**config.mk**
```make
export PLATFORM = sky130hd
export DESIGN_NAME = sed_result
export DESIGN_NICKNAME = d
export VERILOG_FILES = /design/src/hdl/sed_pkg.sv /design/src/hdl/sed_result.sv
export SDC_FILE = /design/constraint.sdc
export NUM_CORES = 1
export LEC_CHECK = 0
export BUFFER_PORTS_ARGS = -buffer_cell sky130_fd_sc_hd__buf_2
export CAP_MARGIN = 10
export CORE_ASPECT_RATIO = 2
export CORE_MARGIN = 8
export CORE_UTILIZATION = 55
export CTS_CLUSTER_SIZE = 20
export DETAILED_ROUTE_END_ITERATION = 6
export MAX_ROUTING_LAYER = met4
export PLACE_DENSITY_LB_ADDON = 0.3
export SLEW_MARGIN = 20
export SYNTH_ARGS = -nofsm -noshare
export SYNTH_HDL_FRONTEND = slang
export SYNTH_SLANG_ARGS = --single-unit
```
**constraint.sdc**
```tcl
create_clock -name clock -period 8.6 [get_ports clock]
set_clock_uncertainty 0.05 [all_clocks]
set_input_delay 1.72 -clock clock [delete_from_list [all_inputs] [get_ports clock]]
set_output_delay 1.72 -clock clock [all_outputs]
set_load 0.01 [all_outputs]
```
**src/hdl/sed_pkg.sv**
```systemverilog
// ----------------------------------------------------------------------------
// sed_pkg
// Shared constants and types of the Sobel edge detector: field widths,
// gray weights, register indexes and the structures passed between stages.
// ----------------------------------------------------------------------------
package sed_pkg;

   localparam int PIX_W      = 8;
   localparam int ROW_W      = 12;
   localparam int COL_W      = 10;
   localparam int CFG_W_W    = 11;
   localparam int CFG_H_W    = 13;
   localparam int CSR_ADDR_W = 1;
   localparam int CSR_DATA_W = 13;
   localparam int REQ_DATA_W = 24;
   localparam int RSP_DATA_W = 32;
   localparam int WEIGHT_W   = 16;
   localparam int GRAY_ACC_W = PIX_W + WEIGHT_W;

   localparam int MAX_WIDTH_DEFAULT = 1024;
   localparam int MAX_HEIGHT        = 4096;
   localparam int MIN_SIZE          = 3;

   localparam logic [CFG_W_W-1:0] RESET_WIDTH  = CFG_W_W'(640);
   localparam logic [CFG_H_W-1:0] RESET_HEIGHT = CFG_H_W'(480);

   // Gray weights in unsigned 0.16 fixed point.
   localparam logic [WEIGHT_W-1:0] WEIGHT_BLUE  = WEIGHT_W'(7471);
   localparam logic [WEIGHT_W-1:0] WEIGHT_GREEN = WEIGHT_W'(38470);
   localparam logic [WEIGHT_W-1:0] WEIGHT_RED   = WEIGHT_W'(19595);

   localparam logic [PIX_W-1:0] EDGE_MAX = PIX_W'(255);

   typedef enum logic [CSR_ADDR_W-1:0] {
      CSR_IMAGE_WIDTH  = 1'b0,
      CSR_IMAGE_HEIGHT = 1'b1
   } csr_index_type;

   // Position of one pixel and the flags of the results it causes.
   typedef struct packed {
      logic [ROW_W-1:0] row;
      logic [COL_W-1:0] column;
      logic [COL_W-1:0] last_column;
      logic             row_nonzero;
      logic             col_nonzero;
      logic             last_col;
      logic             last_row;
      logic             border;
      logic             frame_last_above;
      logic             frame_last_edge;
      logic             frame_last_here;
   } meta_type;

   typedef struct packed {
      logic     valid;
      meta_type meta;
   } stage_type;

   typedef struct packed {
      logic [ROW_W-1:0] row;
      logic [COL_W-1:0] column;
      logic [PIX_W-1:0] value;
      logic             last;
   } result_type;

   // Index 3*k + j: row k of the window (0 is the oldest line), column j
   // (2 is the newest pixel).
   typedef logic [8:0][PIX_W-1:0] window_type;

endpackage

```
**src/hdl/sed_result.sv**
```systemverilog
// ----------------------------------------------------------------------------
// sed_result
// Sobel kernels on the window, the per-pixel bundle of up to three results,
// and the output register with a skid word that hands them out one by one.
// ----------------------------------------------------------------------------
module sed_result (
   input  logic                             clock,
   input  logic                             reset,
   input  sed_pkg::stage_type               win_stage,
   input  sed_pkg::window_type              window,
   output logic                             advance,
   output logic                             rsp_tvalid,
   input  logic                             rsp_tready,
   // rsp_tdata: out_row [11:0], out_column [21:12], edge_value [29:22], zeros
   output logic [sed_pkg::RSP_DATA_W-1:0]   rsp_tdata,
   output logic                             rsp_tlast
);

   import sed_pkg::*;

   logic [9:0]       gx_pos, gx_neg, gy_pos, gy_neg;
   logic [9:0]       gx_abs, gy_abs;
   logic [10:0]      magnitude;
   logic [PIX_W-1:0] edge_value;

   result_type       slot_in [3];
   logic [2:0]       bundle_mask;

   logic [2:0]       mask_ff, mask_in;
   result_type       slot_ff [3];
   logic             pending, pop, last_one, em_free;
   result_type       pick;

   logic             out_valid_ff, out_valid_in;
   result_type       out_ff, out_in;
   logic             skid_valid_ff, skid_valid_in;
   result_type       skid_ff, skid_in;

   // Sobel X and Y, L1 magnitude, saturated.
   always_comb begin
      gx_pos = 10'(window[2]) + {1'b0, window[5], 1'b0} + 10'(window[8]);
      gx_neg = 10'(window[0]) + {1'b0, window[3], 1'b0} + 10'(window[6]);
      gy_pos = 10'(window[0]) + {1'b0, window[1], 1'b0} + 10'(window[2]);
      gy_neg = 10'(window[6]) + {1'b0, window[7], 1'b0} + 10'(window[8]);
      gx_abs = (gx_pos >= gx_neg) ? gx_pos - gx_neg : gx_neg - gx_pos;
      gy_abs = (gy_pos >= gy_neg) ? gy_pos - gy_neg : gy_neg - gy_pos;
      magnitude  = 11'(gx_abs) + 11'(gy_abs);
      edge_value = (magnitude > 11'(EDGE_MAX)) ? EDGE_MAX : magnitude[PIX_W-1:0];
   end

   // Results of one pixel, in emission order: the window result, the right
   // edge of the row above, and the bottom row itself.
   always_comb begin
      slot_in[0].row    = win_stage.meta.row - ROW_W'(1);
      slot_in[0].column = win_stage.meta.column - COL_W'(1);
      slot_in[0].value  = win_stage.meta.border ? '0 : edge_value;
      slot_in[0].last   = win_stage.meta.frame_last_edge;
      slot_in[1].row    = win_stage.meta.row - ROW_W'(1);
      slot_in[1].column = win_stage.meta.last_column;
      slot_in[1].value  = '0;
      slot_in[1].last   = win_stage.meta.frame_last_above;
      slot_in[2].row    = win_stage.meta.row;
      slot_in[2].column = win_stage.meta.column;
      slot_in[2].value  = '0;
      slot_in[2].last   = win_stage.meta.frame_last_here;
      bundle_mask = {win_stage.meta.last_row,
                     win_stage.meta.row_nonzero && win_stage.meta.last_col,
                     win_stage.meta.row_nonzero && win_stage.meta.col_nonzero};
   end

   // Everything here depends on registers only, so the input side never
   // waits on rsp_tready in the same cycle.
   always_comb begin
      pending  = (mask_ff != '0);
      pop      = pending && !skid_valid_ff;
      last_one = ((mask_ff & (mask_ff - 3'd1)) == 3'd0);
      em_free  = !pending || (pop && last_one);
      advance  = !win_stage.valid || em_free;

      if (mask_ff[0]) begin
         pick = slot_ff[0];
      end else if (mask_ff[1]) begin
         pick = slot_ff[1];
      end else begin
         pick = slot_ff[2];
      end

      mask_in = mask_ff;
      if (em_free) begin
         mask_in = win_stage.valid ? bundle_mask : '0;
      end else if (pop) begin
         mask_in = mask_ff & (mask_ff - 3'd1);
      end
   end

   always_ff @(posedge clock) begin
      if (reset) begin
         mask_ff <= '0;
      end else begin
         mask_ff <= mask_in;
      end
   end

   always_ff @(posedge clock) begin
      if (em_free && win_stage.valid) begin
         slot_ff <= slot_in;
      end
   end

   // Output register plus one skid word.
   always_comb begin
      out_valid_in  = out_valid_ff;
      out_in        = out_ff;
      skid_valid_in = skid_valid_ff;
      skid_in       = skid_ff;
      if (!out_valid_ff || rsp_tready) begin
         out_valid_in  = skid_valid_ff || pop;
         out_in        = skid_valid_ff ? skid_ff : pick;
         skid_valid_in = 1'b0;
      end else if (pop) begin
         skid_in       = pick;
         skid_valid_in = 1'b1;
      end
   end

   always_ff @(posedge clock) begin
      if (reset) begin
         out_valid_ff  <= 1'b0;
         skid_valid_ff <= 1'b0;
      end else begin
         out_valid_ff  <= out_valid_in;
         skid_valid_ff <= skid_valid_in;
      end
   end

   always_ff @(posedge clock) begin
      out_ff  <= out_in;
      skid_ff <= skid_in;
   end

   assign rsp_tvalid = out_valid_ff;
   assign rsp_tdata  = RSP_DATA_W'({out_ff.value, out_ff.column, out_ff.row});
   assign rsp_tlast  = out_ff.last;

`ifndef NO_ASSERTIONS
   a_skid_behind_out: assert property (@(posedge clock) disable iff (reset)
      skid_valid_ff |-> out_valid_ff)
      else $error("skid word held while the output register is empty");

   a_border_zero: assert property (@(posedge clock) disable iff (reset)
      (out_valid_ff && (out_ff.row == '0 || out_ff.column == '0)) |->
      (out_ff.value == '0))
      else $error("nonzero edge value on the top row or left column");

   a_frame_last_zero: assert property (@(posedge clock) disable iff (reset)
      (out_valid_ff && out_ff.last) |-> (out_ff.value == '0))
      else $error("last pixel of the frame carries a nonzero edge value");
`endif

endmodule

```
==> metrics.md, run 1 <==
| Metric | Value |
|---|---|
| CP Launch Point | window[1] |
| Drt via density | 5.45 |
| DR iter-0 viols | 207 |
| CTS buffer count | 25 |
| H-tree depth | 4 |
| Synthesized area per cell | 11.5 sq um |
| Hold path cells | 1 |
| Grt ovf | 0 |
| WHS Endpoint | rsp_tdata[18]$_DFFE_PP_ |
| First-pass GRT wire length | 33600 microns |
| Final ANT Viol Nets | 0 |
| Maximum clock path buffer count | 3 |
| Final worst setup slack | 1.18 ns |
| R2R Path Start | mask_ff[1]$_SDFFE_PP0P_ |
| Clk slew on worst S/H paths | 0.05 ns |
| IO Pins | 151 |
| Count of final hold-check violations | 0 |
| Synth area leader | edfxtp_1 |
| Hold path startpoint | skid_ff[15]$_DFFE_PP_ |
| Comb power frac | 59.2% |
| Global Route Usage Sum | 21.0% |
| Worst slack at placement | 0.816 ns |
| Postcts setup bufs | 0 |
| Flops & latches, synth | 132 |
| Max Transition Viols Final | 0 |
| Setup CP Type | in -> reg |
| CP required | 8.74 ns |
| Pre-Repair DR Iteration Count | 4 |
| Die W | 108 microns |
| Clock root cell | clkbuf_16 |
| Area contributors post-synth | edfxtp_1 (41%), ha_1 (12%), fa_1 (8.0%) |
| Yosys warnings | 0 |
| Clock power frac | 20.2% |
| Seq/Total Area, Yosys | 42.1% |
| CTS tree | yes |
| Hold_ws | 0.490 ns |
| Slew Limit Headroom | 33.4% |
| Initial antenna violation count | 0 |
| Max_cap viols | 0 |
| DP HPWL | 17500 microns |
| Leak | 0.00483 uW |
| Final min period | 7.42 ns |
| # setup viols final | 0 |
| Top FF cell, synth | edfxtp_1 |
| Register share of total power | 20.6% |
| Vias in the first global route | 6995 |
| Psw | 1590 uW |
| Setup slack, reg-to-reg | 5.22 ns |
| CP Capture Type | flop |
| PortBufs | 140 |
| CP startpoint kind | input pin |
| Row count | 67 |
| Die ar. | 21600 sq um |
| Final net count | 1200 |
| HP Class | reg -> reg |
| Asr flop ratio synth | 0% |
| R2r worst-path depth | 4 |
| Crit-path max FO | 9 |
| Core box area | 16700 sq um |
| Tcrit/Tclk final | 86.3% |
| Wirelength, routed | 22000 microns |
| Ant diodes | 0 |
| GPL Wtd Cong | 0.956 |
| RSZ-0062 raised after global routing | no |
| Synthesized area | 9290 sq um |
| Average wire per standard cell | 18.7 microns |
| Initial Util | 55.7% |
| Post-Synthesis Cells | 810 |
| Pin count of the biggest net entering global routing | 68 |
| Synth top area share | 41.1% |
| Clock sink count | 132 |
| Peak supply drop | 284 uV |
| Post-synth EDFFs | 127 |
| Vias | 6388 |
| Share of layout cells above drive strength 1 | 22.6% |
| Skew-Pair Late Insertion Delay | 0.45 ns |
| Die Height | 200 microns |
| Reg2reg end | skid_ff[13]$_DFFE_PP_ |
| Outcome | finished, final reports clean |
| Layout overhead on the synthesized area | 16.7% |
| Sw Share | 41.5% |
| Slew @ Worst Pin | 0.993 ns |
| Fmax | 135 MHz |
| Setup TNS | 0 ns |
| Power per Cell Area | 355 nW/um^2 |
| # hold bufs at CTS | 0 |
| Fin util | 64.9% |
| Drt drc | 0 |
| Pint | 2250 uW |
| Netlist cell types | 60 |
| # resized after CTS | 0 |
| Crit path DAT | 7.55 ns |
[registers in the layout, indices dropped and copies added, names as in the netlist]
register / cells
skid_ff: 31
rsp_tvalid: 1
skid_valid_ff: 1
rsp_tlast: 1
mask_ff: 3
slot_ff: 65
rsp_tdata: 30
[area by class of cell]
class,count,area [sq um]
Tap cell,207,259
Sequential cell,132,3910
Clock buffer,26,629
Fill cell,1304,5850
Clock inverter,6,28.8
Multi-Input combinational cell,556,4880
Timing Repair Buffer,147,753
Inverter,99,372
[metrics by stage]
step | cell area (sq um) | cells | power [uW]
3_3_place_gp | 10200 | 1141 | 3000
3_5_place_dp | 10200 | 1141 | 3050
6_report | 10800 | 1173 | 3840
5_1_grt | 10800 | 1173 | 4110
2_1_floorplan | 9290 | 811 | 2550
4_1_cts | 10800 | 1173 | 3850
[critical path, stage by stage]
cell and delay [ns]:
buf_2 0.07, inv_1 0.08, fa_1 0.54, inv_1 0.04, ha_1 0.22, fa_1 0.40, a21o_1 0.19, a21oi_1 0.21
o21bai_1 0.11, a21oi_1 0.23, xor2_1 0.21, ha_1 0.36, a21oi_1 0.22, o21ai_1 0.15, o41ai_4 0.47, mux2_1 0.42
ha_1 0.29, a21o_1 0.17, a211oi_1 0.34, o21bai_1 0.19, a2111oi_0 0.47, o21a_1 0.31, a21oi_1 0.11
[kinds of logic after synthesis]
family	after synthesis	synth area share, %
AND/OR/NAND/NOR	151	7.86
AO/OA/AOI/OAI	140	10.1
flip-flops	132	42.1
adder cells (fa/ha/maj)	124	19.7
buffers and inverters	123	5.44
XOR/XNOR	73	6.97
multiplexers	66	7.77
other	1	0.0404
[cell usage after synthesis, types with 2 or more instances]
| cell type | instances |
|---|---|
| o31ai_1 | 2 |
| nand2_1 | 36 |
| edfxtp_1 | 127 |
| and3_1 | 2 |
| xnor2_1 | 33 |
| a21o_1 | 19 |
| fa_1 | 37 |
| xor2_1 | 39 |
| o41ai_2 | 2 |
| mux2i_1 | 20 |
| ha_1 | 86 |
| o21ai_1 | 19 |
| o21bai_1 | 4 |
| and2_1 | 11 |
| a31oi_1 | 10 |
| nor2b_1 | 11 |
| buf_6 | 4 |
| buf_4 | 2 |
| dfxtp_1 | 5 |
| buf_2 | 5 |
| nand3b_1 | 3 |
| o41ai_1 | 2 |
| nor4_1 | 5 |
| nand3_1 | 5 |
| mux2_1 | 14 |
| mux2_2 | 31 |
| nand4_1 | 4 |
| nand2b_1 | 7 |
| nor3_1 | 18 |
| a21oi_4 | 2 |
| or2_1 | 2 |
| o41a_1 | 3 |
| inv_1 | 99 |
| nor2_1 | 42 |
| o21a_1 | 9 |
| a211oi_1 | 2 |
| o211ai_1 | 2 |
| clkbuf_1 | 12 |
| o21ai_0 | 13 |
| a221o_1 | 2 |
| a21oi_1 | 40 |
[worst max path at each step]
stage,end,slack [ns],cells after the start
6_report,slot_ff[68]$_SDFFCE_PP0P_,1.18,23
3_3_place_gp,slot_ff[64]$_SDFFCE_PP0P_,0.79,23
4_1_cts,slot_ff[68]$_SDFFCE_PP0P_,1.26,23
2_1_floorplan,slot_ff[63]$_SDFFCE_PP0P_,1.38,24
5_1_grt,slot_ff[64]$_SDFFCE_PP0P_,0.73,23
3_5_place_dp,slot_ff[70]$_SDFFCE_PP0P_,0.82,23
[cell usage in the layout (no fill, tap or decap), drive strengths merged, types with 26 or more instances in the layout]
master  count
xor2       40
xnor2      33
mux2       46
o21ai      32
nand2      36
a21oi      43
clkbuf     26
ha         86
buf       147
edfxtp    127
nor2       42
inv        99
fa         37
[per-layer routing]
metal,track usage [%],wire length (microns)
met1,16.9,7130
met2,42.5,12900
met3,1.86,730
met4,13.6,1240
met5,-,0
[power by group through the flow]
stage                     Sequential [uW]  Clock (uW)  Combinational [uW]
final                                 793         776                2270
after global routing                  797         812                2500
after CTS                             793         790                2260
after detailed placement              805           0                2240
after global placement                803           0                2190
after floorplan                       811           0                1740
No activity file was read; power rests on OpenSTA's default activity.
==> run 2, diff against run 1 <==
Settings changed: RECOVER_POWER set to 50, TNS_END_PERCENT set to 20.
==> run 2 against run 1 <==
The run now ends with capacitance limit, slew limit left. Fmax about the same. Design area down 0.38%. First-iteration DRC count up 1.9%. Largest cell class unchanged. Largest power group unchanged.
==> metrics.md, run 2 (synthesis results as in run 1) <==
| Metric | Value |
|---|---|
| Outcome | finished, violations left |
| Failing checks | capacitance limit, slew limit |
| HP Class | reg -> reg |
| Max reg flops | 65 (unchanged) |
| Commonest non-fill, non-tap cell in the layout | edfxtp_1 |
| # setup viols final | 0 (unchanged) |
| CP required | 8.74 ns (about the same) |
| PortBufs | 140 (unchanged) |
| Die ar. | 21600 sq um (unchanged) |
| R2r worst-path depth | 5 (+1) |
| DR iter-0 viols | 211 (+1.9%) |
| Layout filler cell count | 1316 (+0.92%) |
| Wirelength, routed | 22000 microns (about the same) |
| Layout overhead on the synthesized area | 16.2% |
| Grt ovf | 0 (unchanged) |
| Setup TNS | 0 ns (unchanged) |
| CTS buffer count | 25 (unchanged) |
| Core box area | 16700 sq um (unchanged) |
| Most frequent CP cell | a21oi_1 |
| Max Transition Viols Final | 35 (+35) |
| Slew Limit Headroom | -30.6% (-64 points) |
| Leak | 0.00473 uW (-2.0%) |
| Pre-Repair DR Iteration Count | 4 (unchanged) |
| Postcts setup bufs | 0 (unchanged) |
| WP buf/inv | 3 (unchanged) |
| DP HPWL | 17500 microns (unchanged) |
| Crit-path max FO | 9 (unchanged) |
| Clk slew on worst S/H paths | 0.05 ns (about the same) |
| Biggest register | slot_ff |
| H-tree depth | 4 (unchanged) |
| Share of layout cells above drive strength 1 | 19.6% (-3.0 points) |
| Slowest-stage cell, CP | fa_1 |
| Setup CP Type | in -> reg |
| CP startpoint kind | input pin |
| Reg2reg end | skid_ff[13]$_DFFE_PP_ |
| IO Pins | 151 (unchanged) |
| Maximum clock path buffer count | 3 (unchanged) |
| Vias | 6406 (+0.28%) |
| Vias in the first global route | 6995 (unchanged) |
| Most frequent cells in the layout | edfxtp_1 (127), buf_2 (113), inv_1 (99) |
| Max_cap viols | 1 (+1) |
| Row count | 67 (unchanged) |
| CTS tree | yes |
| # resized after CTS | 0 (unchanged) |
| Die W | 108 microns (unchanged) |
| CP max stage delay | 0.54 ns (about the same) |
| WHS Endpoint | rsp_tdata[16]$_DFFE_PP_ |
| Final net count | 1200 (unchanged) |
| Drt drc | 0 (unchanged) |
| Initial antenna violation count | 0 (unchanged) |
| Average wire per standard cell | 18.7 microns (about the same) |
| Power per Cell Area | 356 nW/um^2 (+0.28%) |
| Peak supply drop | 284 uV (about the same) |
| Hold path startpoint | skid_ff[13]$_DFFE_PP_ |
| Clock sink count | 132 (unchanged) |
| Fmax | 135 MHz (about the same) |
| Fin util | 64.7% (-0.25 points) |
| GPL Wtd Cong | 0.956 (unchanged) |
| Pin count of the biggest net entering global routing | 68 (unchanged) |
| RSZ-0062 raised after global routing | no |
| Hold path cells | 1 (unchanged) |
| Clock root cell | clkbuf_16 |
| Initial Util | 55.7% (unchanged) |
| R2R Path Start | mask_ff[0]$_SDFFE_PP0P_ |
| # hold bufs at CTS | 0 (unchanged) |
| Drt via density | 5.46 (+0.28%) |
| CP Capture Type | flop |
| Tcrit/Tclk final | 86.2% (about the same) |
| Ant diodes | 0 (unchanged) |
| Final min period | 7.41 ns (-0.00349 ns) |
| Setup slack, reg-to-reg | 4.42 ns (-0.80 ns) |
| Family with the most delay on the worst path | compound AO/OA/AOI/OAI gates |
| Final ANT Viol Nets | 0 (unchanged) |
| First-pass GRT wire length | 33600 microns (unchanged) |
| Worst-path cell chain | buf_2 -> inv_1 -> fa_1 -> inv_1 -> ha_1 -> fa_1 -> a21o_1 -> a21oi_1 -> o21bai_1 -> a21oi_1 -> xor2_1 -> ha_1 -> a21oi_1 -> o21ai_1 -> o41ai_4 -> mux2_1 -> ha_1 -> a21o_1 -> a211oi_1 -> o21bai_1 -> a2111oi_0 -> o21a_1 -> a21oi_1 |
| Die Height | 200 microns (unchanged) |
| Skew-Pair Late Insertion Delay | 0.45 ns (about the same) |
| Global Route Usage Sum | 21.0% (unchanged) |
| Crit path DAT | 7.55 ns (about the same) |
| Slew @ Worst Pin | 1.96 ns (+0.966 ns) |
| Count of final hold-check violations | 0 (unchanged) |
[run 2: changes by cell type in the layout (fill, tap and decap cells not counted)]
cell / previous run / this run
and2_1: 10 / 2
buf_2: 140 / 113
o21ai_1: 19 / 8
buf_4: 7 / 5
clkbuf_1: 1 / 30
or2_0: 1 / 3
or2_1: 2 / 0
o21ai_0: 13 / 24
and2_0: 0 / 8
[run 2: where the power goes]
group / internal, uW / switching, uW / total [uW]
clock: 514 / 262 / 777
combinational: 953 / 1320 / 2270
sequential: 780 / 13.7 / 794
total: 2250 / 1590 / 3840
[run 2: area by class of cell]
cell class	instances	area, sq um	share of cell area [%]
multi-input combinational	556	4880	45.2
sequential	132	3910	36.3
timing repair buffer	147	712	6.60
clock buffer	26	629	5.83
inverter	99	372	3.44
tap	207	259	2.40
clock inverter	6	28.8	0.267
[run 2: metrics by stage]
stage / total power [uW] / setup slack, ns / area (sq um) / std cells / hold slack [ns]
after global routing: 4110 / 0.733 / 10800 / 1173 / 0.506
after detailed placement: 3050 / 0.816 / 10200 / 1141 / 0.481
after floorplan: 2550 / 1.38 / 9290 / 811 / 0.453
final: 3840 / 1.19 / 10800 / 1173 / 0.487
after global placement: 3000 / 0.792 / 10200 / 1141 / 0.478
after CTS: 3850 / 1.26 / 10800 / 1173 / 0.492
[run 2: how the worst max path moves through the flow]
stage,startpoint,to,slack [ns],cells after the start
2_1_floorplan,window[1],slot_ff[63]$_SDFFCE_PP0P_,1.38,24
3_3_place_gp,window[1],slot_ff[64]$_SDFFCE_PP0P_,0.79,23
3_5_place_dp,window[1],slot_ff[70]$_SDFFCE_PP0P_,0.82,23
4_1_cts,window[1],slot_ff[68]$_SDFFCE_PP0P_,1.26,23
5_1_grt,window[1],slot_ff[64]$_SDFFCE_PP0P_,0.73,23
6_report,window[1],slot_ff[68]$_SDFFCE_PP0P_,1.19,23
[run 2: per-layer routing]
layer	part of all wire, %	wire [microns]	track usage (%)	up-vias
met4	5.7	1240	13.6	0
met3	3.0	669	1.86	43
met5	0	0	-	-
met1	33	7240	16.9	3038
met2	58	12800	42.5	186
li1	-	-	-	3139
